### config.mk
export PLATFORM = sky130hd
export DESIGN_NAME = ckl_cell
export DESIGN_NICKNAME = d
export VERILOG_FILES = /design/src/design/ckl_pkg.sv /design/src/design/ckl_cell.sv
export SDC_FILE = /design/constraint.sdc
export NUM_CORES = 1
export LEC_CHECK = 0
export ABC_AREA = 1
export BUFFER_PORTS_ARGS = -buffer_cell sky130_fd_sc_hd__buf_2
export CAP_MARGIN = 15
export CELL_PAD_IN_SITES_DETAIL_PLACEMENT = 0
export CELL_PAD_IN_SITES_GLOBAL_PLACEMENT = 1
export CORE_AREA = 2 2 283 285
export CTS_BUF_LIST = sky130_fd_sc_hd__clkbuf_8 sky130_fd_sc_hd__clkbuf_16
export DETAILED_ROUTE_END_ITERATION = 7
export DIE_AREA = 0 0 285 287
export MAX_ROUTING_LAYER = met4
export PLACE_DENSITY = 0.54
export SLEW_MARGIN = 20
export SYNTH_ARGS = -nofsm -noshare
export SYNTH_HDL_FRONTEND = slang
export SYNTH_SLANG_ARGS = --single-unit
### constraint.sdc
create_clock -name i_clk -period 12.4 [get_ports i_clk]
set_input_delay 3.72 -clock i_clk [delete_from_list [all_inputs] [get_ports i_clk]]
set_output_delay 3.72 -clock i_clk [all_outputs]
set_load 0.005 [all_outputs]
### src/design/ckl_pkg.sv
// Shared constants, codes and types of the compacting keyed list.
`timescale 1ns / 1ps
`default_nettype none

package ckl_pkg;

    // Sizing
    localparam int CAPACITY = 16;
    localparam int KEY_BITS = 64;
    localparam int CNT_W    = $clog2(CAPACITY + 1);

    // Fixed port widths
    localparam int NAME_W = 64;
    localparam int AMT_W  = 32;
    localparam int OCNT_W = 5;

    // Request actions (code 3 is unused and ignored)
    typedef enum logic [1:0] {
        ACT_INSERT = 2'd0,
        ACT_REMOVE = 2'd1,
        ACT_LIST   = 2'd2
    } t_action;

    // Result status codes
    typedef enum logic [1:0] {
        STAT_OK      = 2'd0,
        STAT_FULL    = 2'd1,
        STAT_MISSING = 2'd2,
        STAT_EMPTY   = 2'd3
    } t_status;

    // What every cell does in one cycle
    typedef enum logic [1:0] {
        CELL_HOLD,
        CELL_LOAD,
        CELL_SHIFT,
        CELL_ROTATE
    } t_cell_op;

    // Command broadcast from the controller to the row of cells
    typedef struct packed {
        t_cell_op         op;
        logic [CNT_W-1:0] pos;    // load slot, or wrap slot when rotating
        logic [CNT_W-1:0] count;  // entries held
        logic             cmp;    // capture name compare
    } t_cell_cmd;

    // Controller states
    typedef enum logic [1:0] {
        ST_IDLE,
        ST_EXEC,
        ST_LIST
    } t_state;

endpackage

`default_nettype wire

### src/design/ckl_cell.sv
// One list cell: holds one entry, compares its name, takes its neighbor's entry.
`timescale 1ns / 1ps
`default_nettype none

module ckl_cell (
    input  wire                                 i_clk,
    input  wire ckl_pkg::t_cell_cmd             i_cmd,
    input  wire  [ckl_pkg::CNT_W-1:0]           i_index,
    input  wire  [ckl_pkg::KEY_BITS-1:0]        i_key,
    input  wire  [ckl_pkg::KEY_BITS-1:0]        i_new_name,
    input  wire  [ckl_pkg::KEY_BITS-1:0]        i_new_type,
    input  wire signed [ckl_pkg::AMT_W-1:0]     i_new_amount,
    input  wire  [ckl_pkg::KEY_BITS-1:0]        i_nbr_name,
    input  wire  [ckl_pkg::KEY_BITS-1:0]        i_nbr_type,
    input  wire signed [ckl_pkg::AMT_W-1:0]     i_nbr_amount,
    input  wire  [ckl_pkg::KEY_BITS-1:0]        i_head_name,
    input  wire  [ckl_pkg::KEY_BITS-1:0]        i_head_type,
    input  wire signed [ckl_pkg::AMT_W-1:0]     i_head_amount,
    input  wire                                 i_prefix,
    output logic                                o_prefix,
    output logic [ckl_pkg::KEY_BITS-1:0]        o_name,
    output logic [ckl_pkg::KEY_BITS-1:0]        o_type,
    output logic signed [ckl_pkg::AMT_W-1:0]    o_amount
);

    logic [ckl_pkg::KEY_BITS-1:0]     r_name;
    logic [ckl_pkg::KEY_BITS-1:0]     r_type;
    logic signed [ckl_pkg::AMT_W-1:0] r_amount;
    logic                             r_hit;
    logic                             w_live;

    // Only held entries take part in the first-match chain
    assign w_live   = (i_index < i_cmd.count);
    assign o_prefix = i_prefix | (r_hit & w_live);

    assign o_name   = r_name;
    assign o_type   = r_type;
    assign o_amount = r_amount;

    // Name compare, captured when the request is taken
    always_ff @(posedge i_clk) begin
        if (i_cmd.cmp) begin
            r_hit <= (r_name == i_key);
        end
    end

    // Entry storage
    always_ff @(posedge i_clk) begin
        case (i_cmd.op)
            ckl_pkg::CELL_LOAD: begin
                if (i_index == i_cmd.pos) begin
                    r_name   <= i_new_name;
                    r_type   <= i_new_type;
                    r_amount <= i_new_amount;
                end
            end
            ckl_pkg::CELL_SHIFT: begin
                // first match and everything above it move down one place
                if (o_prefix) begin
                    r_name   <= i_nbr_name;
                    r_type   <= i_nbr_type;
                    r_amount <= i_nbr_amount;
                end
            end
            ckl_pkg::CELL_ROTATE: begin
                // head wraps into the last held slot
                if (i_index == i_cmd.pos) begin
                    r_name   <= i_head_name;
                    r_type   <= i_head_type;
                    r_amount <= i_head_amount;
                end else if (i_index < i_cmd.pos) begin
                    r_name   <= i_nbr_name;
                    r_type   <= i_nbr_type;
                    r_amount <= i_nbr_amount;
                end
            end
            default: begin
            end
        endcase
    end

endmodule

`default_nettype wire
==> results.cfg, run 1 <==
[finish]
mostFrequentLayoutCells = buf_2 (724), nand2_1 (400), nor2_1 (181)
stdcell_count = 3008
utilization_pct = 19.7
syn_to_final_growth_pct = 50.9
drive_above_1_share_pct = 39.8
final_common_cell = buf_2
postLayoutCellArea_sq_um = 15500
fin_nets = 2506

[yosys]
synth_fa_ha_area_share_pct = 1.10
synth_top_family_by_area = simple AND/OR/NAND/NOR gates
netlist_area_sq_um = 10300
synth-async-reset-ratio_pct = 0
ys_seq_area_share_pct = 47.0
netlist.area_leader.share_pct = 47.0
ys_ff_latch = 161
synth-compound-area-share_pct = 19.9
synth-warning-count = 0
yosys.area_share.simple_pct = 21.8
synth-xor-area-share_pct = 4.60
syn_nets = 1835
synth-edff-count = 161
synth.area.mux_share_pct = 0
syn_inst = 1262
synthTopCellsByArea = edfxtp_1 (47%), nand2_1 (15%), o211ai_1 (12%), nor2_1 (6.6%), o21ai_0 (5.3%)
synth_largest_area_cell = edfxtp_1
synthFlopType = edfxtp_1
avgSynthCellArea_sq_um = 8.14
synth.distinct_cells = 23

[die]
core_sq_um = 78600
die_h_microns = 287
initial_core_util_pct = 13.1
io_pins = 725
rows = 103
die_x_microns = 285
die_area_sq_um = 81800

[critical_path]
ff2ff_setup_slack_ns = 9.31
reg2reg_depth = 8
cp-end-kind = output port
rr_endpoint = o_name[5]
crit_path_start_kind = input pin
path_max_fanout = 2
path_class = in -> out
reg2reg_from = r_hit
crit_end = o_prefix
worst_setup_path_startpoint = i_index[4]
required_ns = 8.68
arrival_ns = 5.40

[timing]
fmax_mhz = 110
drv_slew = 0
hold_viol = 0
fin_worst_skew_ns = 0.00958
worst_slew_pin_slew_ns = 0.979
fin_crit_sh_pct = 73.5
finalSetupViolations = 0
rsz0062_at_grt = no
slew-limit-headroom_pct = 34.6
whs_ns = 0.879
min_period_ns = 9.12
final.setup.tns_ns = 0

[global_routing]
grt_start_max_net_pins = 85
antenna_found_initial = 12
grt_overflow = 0
grt_first_pass_wirelength_microns = 80100
grt_pass1_vias = 12281
grt_usage_pct = 13.7

[route]
drtIter0Drc = 630
postRouteAntennaNets = 0
vias = 11932
viasPerCell = 3.97
firstDrtPassIters = 5
wl_per_cell_microns = 18.9
wl_microns = 56800
drc = 0

[clocking]
cts_tree = yes
cts_hold_buf = 0
ctsHtreeMaxLevel = 4
clkSlewWorstSetupHoldPaths_ns = 0.07
cts_setup_buffers = 0
cts_resized = 0
cts_buffers = 17
cts.sinks = 161
insertion_delay_ns = 0.48
clk_path_buf_depth = 2
root_buffer = clkbuf_16

[pwr]
p_per_area_nw_per_um2 = 107
power_leakage_nw = 6.56
worst_ir_drop_vdd_mv = 0.0970

[place]
dpl.hpwl_microns = 43600
place.gp.congestion = 1.05
placed_area_sq_um = 14900
dp.cells = 2964
port-buffer-count = 724

[status]
status = finished, final reports clean

[min_path]
min_from = o_name[29]
worstHoldPathType = reg -> reg

[run]
max-cap-violations = 0
power by group:
part	internal, mW	switching (mW)	total (mW)
logic	0.170	0.222	0.391
registers	0.678	0.0305	0.709
clock network	0.279	0.274	0.552
how the worst min path moves through the flow:
stage	to	slack [ns]	depth (start not counted)
final	r_hit	0.88	7
after global routing	r_hit	0.95	7
after CTS	r_hit	0.89	7
after detailed placement	r_hit	0.88	7
after global placement	r_hit	0.87	7
after floorplan	r_hit	0.81	7
sequential cells by signal, indices dropped and copies added (netlist names):
name / cells
r_hit: 1
o_amount: 32
o_type: 64
o_name: 64
cells in the mapped netlist, types with 3 or more instances:
cell type	number
o21ai_0	108
clkbuf_1	41
ha_1	9
inv_2	3
o211ai_1	160
nor2_1	181
xnor2_1	54
nand2_1	400
a21oi_1	3
edfxtp_1	161
buf_6	10
o21ai_1	56
inv_1	33
buf_2	33
metal layers:
metal  GRT usage [%]  share of wire (%)  up-vias  wire length [microns]
li1                -                  -     5719                      -
met1            15.0                 39     5581                  22200
met2            23.3                 50      568                  28500
met3            3.78                7.6       64                   4300
met4            5.86                3.1        0                   1780
met5               -                  0        -                      0
worst max-delay path, cell delays in order:
cell and delay, ns:
buf_2 0.14, ha_1 0.29, nand2_1 0.06, nand3b_1 0.07, a21oi_1 0.54, o21ai_0 0.20
buf_4 0.19, nand2_1 0.06, buf_2 0.11
cell type report:
cell class	count	area [sq um]
Fill cell	8972	63100
Multi-Input combinational cell	980	4880
Sequential cell	161	4830
Timing Repair Buffer	737	3730
Tap cell	1050	1310
Clock buffer	17	425
Inverter	36	153
Clock inverter	15	133
Antenna cell	12	30.0
cell families after synthesis:
kind of cell               Yosys count
and+or+nand+nor                    589
AOI/OAI and AO/OA                  328
DFF                                161
buffers and inverters              121
xor gates and xnor gates            54
adders and majority gates            9
metrics by stage:
stage,setup WS [ns],total power [mW]
6_report,3.28,1.65
5_1_grt,3.22,1.75
3_3_place_gp,3.29,1.12
3_5_place_dp,3.30,1.12
2_1_floorplan,3.98,0.884
4_1_cts,3.29,1.69
Power figures use the tool's default switching activity.
==> run 2, diff against run 1 <==
--- a/config.mk
+++ b/config.mk
@@ -10,12 +10,12 @@
 export CAP_MARGIN = 15
 export CELL_PAD_IN_SITES_DETAIL_PLACEMENT = 0
 export CELL_PAD_IN_SITES_GLOBAL_PLACEMENT = 1
-export CORE_AREA = 2 2 283 285
+export CORE_AREA = 2 2 279 281
 export CTS_BUF_LIST = sky130_fd_sc_hd__clkbuf_8 sky130_fd_sc_hd__clkbuf_16
 export DETAILED_ROUTE_END_ITERATION = 7
-export DIE_AREA = 0 0 285 287
+export DIE_AREA = 0 0 281 283
 export MAX_ROUTING_LAYER = met4
-export PLACE_DENSITY = 0.54
+export PLACE_DENSITY = 0.56
 export SLEW_MARGIN = 20
 export SYNTH_ARGS = -nofsm -noshare
 export SYNTH_HDL_FRONTEND = slang
==> constraint.sdc (replaced) <==
create_clock -name i_clk -period 8 [get_ports i_clk]
set_input_delay 2.4 -clock i_clk [delete_from_list [all_inputs] [get_ports i_clk]]
set_output_delay 2.4 -clock i_clk [all_outputs]
set_load 0.005 [all_outputs]
==> run 2 against run 1 <==
  * First-iteration DRC count is 6.8% lower
  * Critical endpoint unchanged
  * Register-to-register slack worse by 3.7 ns
  * Die area is 2.8% lower
  * Largest cell class unchanged
==> results.cfg, run 2 (synthesis results as in run 1) <==
[status]
status = finished, final reports clean

[pwr]
power_leakage_nw = 6.60
clkPwrFrac_pct = 35.4
switchingPower_mw = 0.788
worst_ir_drop_vdd_mv = 0.140
swShare_pct = 30.0
p_comb_share_pct = 22.9
p_seq_share_pct = 41.7
p_per_area_nw_per_um2 = 169
internal_power_mw = 1.84

[global_routing]
grt_pass1_vias = 12297
grt_overflow = 0
grt_start_max_net_pins = 87
antenna_found_initial = 15
grt_first_pass_wirelength_microns = 77500
grt_usage_pct = 13.6

[place]
dpl.hpwl_microns = 42300
port-buffer-count = 724
dp.cells = 2955
place.gp.congestion = 0.885

[critical_path]
required_ns = 5.60
path_max_fanout = 2
crit_path_start_kind = input pin
rr_endpoint = o_name[33]
reg2reg_depth = 7
arrival_ns = 3.82
ff2ff_setup_slack_ns = 5.58
reg2reg_from = r_hit
cp-end-kind = output port
path_class = in -> out

[die]
die_area_sq_um = 79500
rows = 102
die_x_microns = 281
io_pins = 725
core_sq_um = 76700
initial_core_util_pct = 13.4
die_h_microns = 283

[timing]
worst_slew_pin_slew_ns = 1.10
finalSetupViolations = 0
fin_worst_skew_ns = 0.0105
min_period_ns = 6.22
fin_crit_sh_pct = 77.8
hold_viol = 0
final.setup.tns_ns = 0
fmax_mhz = 161
rsz0062_at_grt = no
drv_slew = 0
slew-limit-headroom_pct = 26.6

[finish]
final_common_cell = buf_2
stdcell_count = 3000
n_fill_cell = 8685
mostFrequentLayoutCells = buf_2 (724), nand2_1 (400), nor2_1 (181)
drive_above_1_share_pct = 40.0
fin_nets = 2507
syn_to_final_growth_pct = 51.7

[route]
wl_per_cell_microns = 18.1
drc = 0
vias = 11878
wl_microns = 54300
postRouteAntennaNets = 0
viasPerCell = 3.96
firstDrtPassIters = 5
drtIter0Drc = 587

[clocking]
clk_path_buf_depth = 2
cts_hold_buf = 0
cts_tree = yes
root_buffer = clkbuf_16
ctsHtreeMaxLevel = 4
cts_buffers = 17
cts.sinks = 161
clkSlewWorstSetupHoldPaths_ns = 0.08
cts_resized = 0
insertion_delay_ns = 0.47
cts_setup_buffers = 0

[min_path]
worstHoldPathType = reg -> reg
min_from = o_name[28]
hold_path_depth = 7
hold-path-endpoint = r_hit

[run]
max-cap-violations = 0
## run 2: changes by cell type in the layout (fill, tap and decap cells not counted)
cell	change
inv_8	-2
clkinv_4	+3
bufinv_16	+3
diode_2	+1
clkinv_2	-1
buf_12	+1
clkinv_1	-2
inv_6	-1
## run 2: worst max path at each step
stage / startpoint / to / slack, ns
2_1_floorplan: i_cmd[10] / o_amount[0] / 0.90
3_3_place_gp: i_index[4] / o_prefix / 1.61
3_5_place_dp: i_index[4] / o_prefix / 1.66
4_1_cts: i_index[4] / o_prefix / 1.65
5_1_grt: i_index[4] / o_prefix / 1.51
6_report: i_index[4] / o_prefix / 1.78
## run 2: worst max-delay path, stage by stage
cell and delay [ns]:
buf_2 0.12, ha_1 0.28, nand2_1 0.18, inv_1 0.13
nand2_1 0.05, o21ai_0 0.36, nand2_1 0.14, buf_2 0.16
## run 2: power by group through the flow
stage | Sequential (mW) | Clock [mW] | Combinational, mW
global placement | 1.12 | 0 | 0.610
global route | 1.11 | 0.999 | 0.669
finish | 1.10 | 0.931 | 0.602
CTS | 1.10 | 0.981 | 0.616
floorplan | 1.13 | 0 | 0.244
detailed placement | 1.12 | 0 | 0.616
## run 2: cell type report
type                            instances  area [sq um]  share of cell area (%)
Multi-Input combinational cell        980          4880                    31.3
Sequential cell                       161          4830                    31.0
Timing Repair Buffer                  738          3750                    24.1
Tap cell                             1040          1300                    8.35
Clock buffer                           17           425                    2.73
Clock inverter                         15           205                    1.32
Inverter                               36           153                   0.979
Antenna cell                           13          32.5                   0.209
## run 2: through the flow
step / area [sq um] / worst slack, ns / utilization [%] / power [mW] / hold WS [ns]
4_1_cts: 15600 / 1.65 / 20.3 / 2.70 / 0.915
6_report: 15600 / 1.78 / 20.3 / 2.63 / 0.907
5_1_grt: 15600 / 1.51 / 20.3 / 2.78 / 0.993
2_1_floorplan: 10300 / 0.905 / - / 1.37 / 0.806
3_5_place_dp: 14900 / 1.66 / 19.5 / 1.73 / 0.908
3_3_place_gp: 14900 / 1.61 / 19.5 / 1.73 / 0.898
## run 2: routing by layer
layer | share of wire [%] | up-vias | wire, microns | GRT usage (%)
met5 | 0 | - | 0 | -
met2 | 51 | 510 | 27500 | 23.7
met1 | 40 | 5602 | 21500 | 14.9
li1 | - | 5716 | - | -
met4 | 2.5 | 0 | 1340 | 4.89
met3 | 7.4 | 50 | 4020 | 3.50
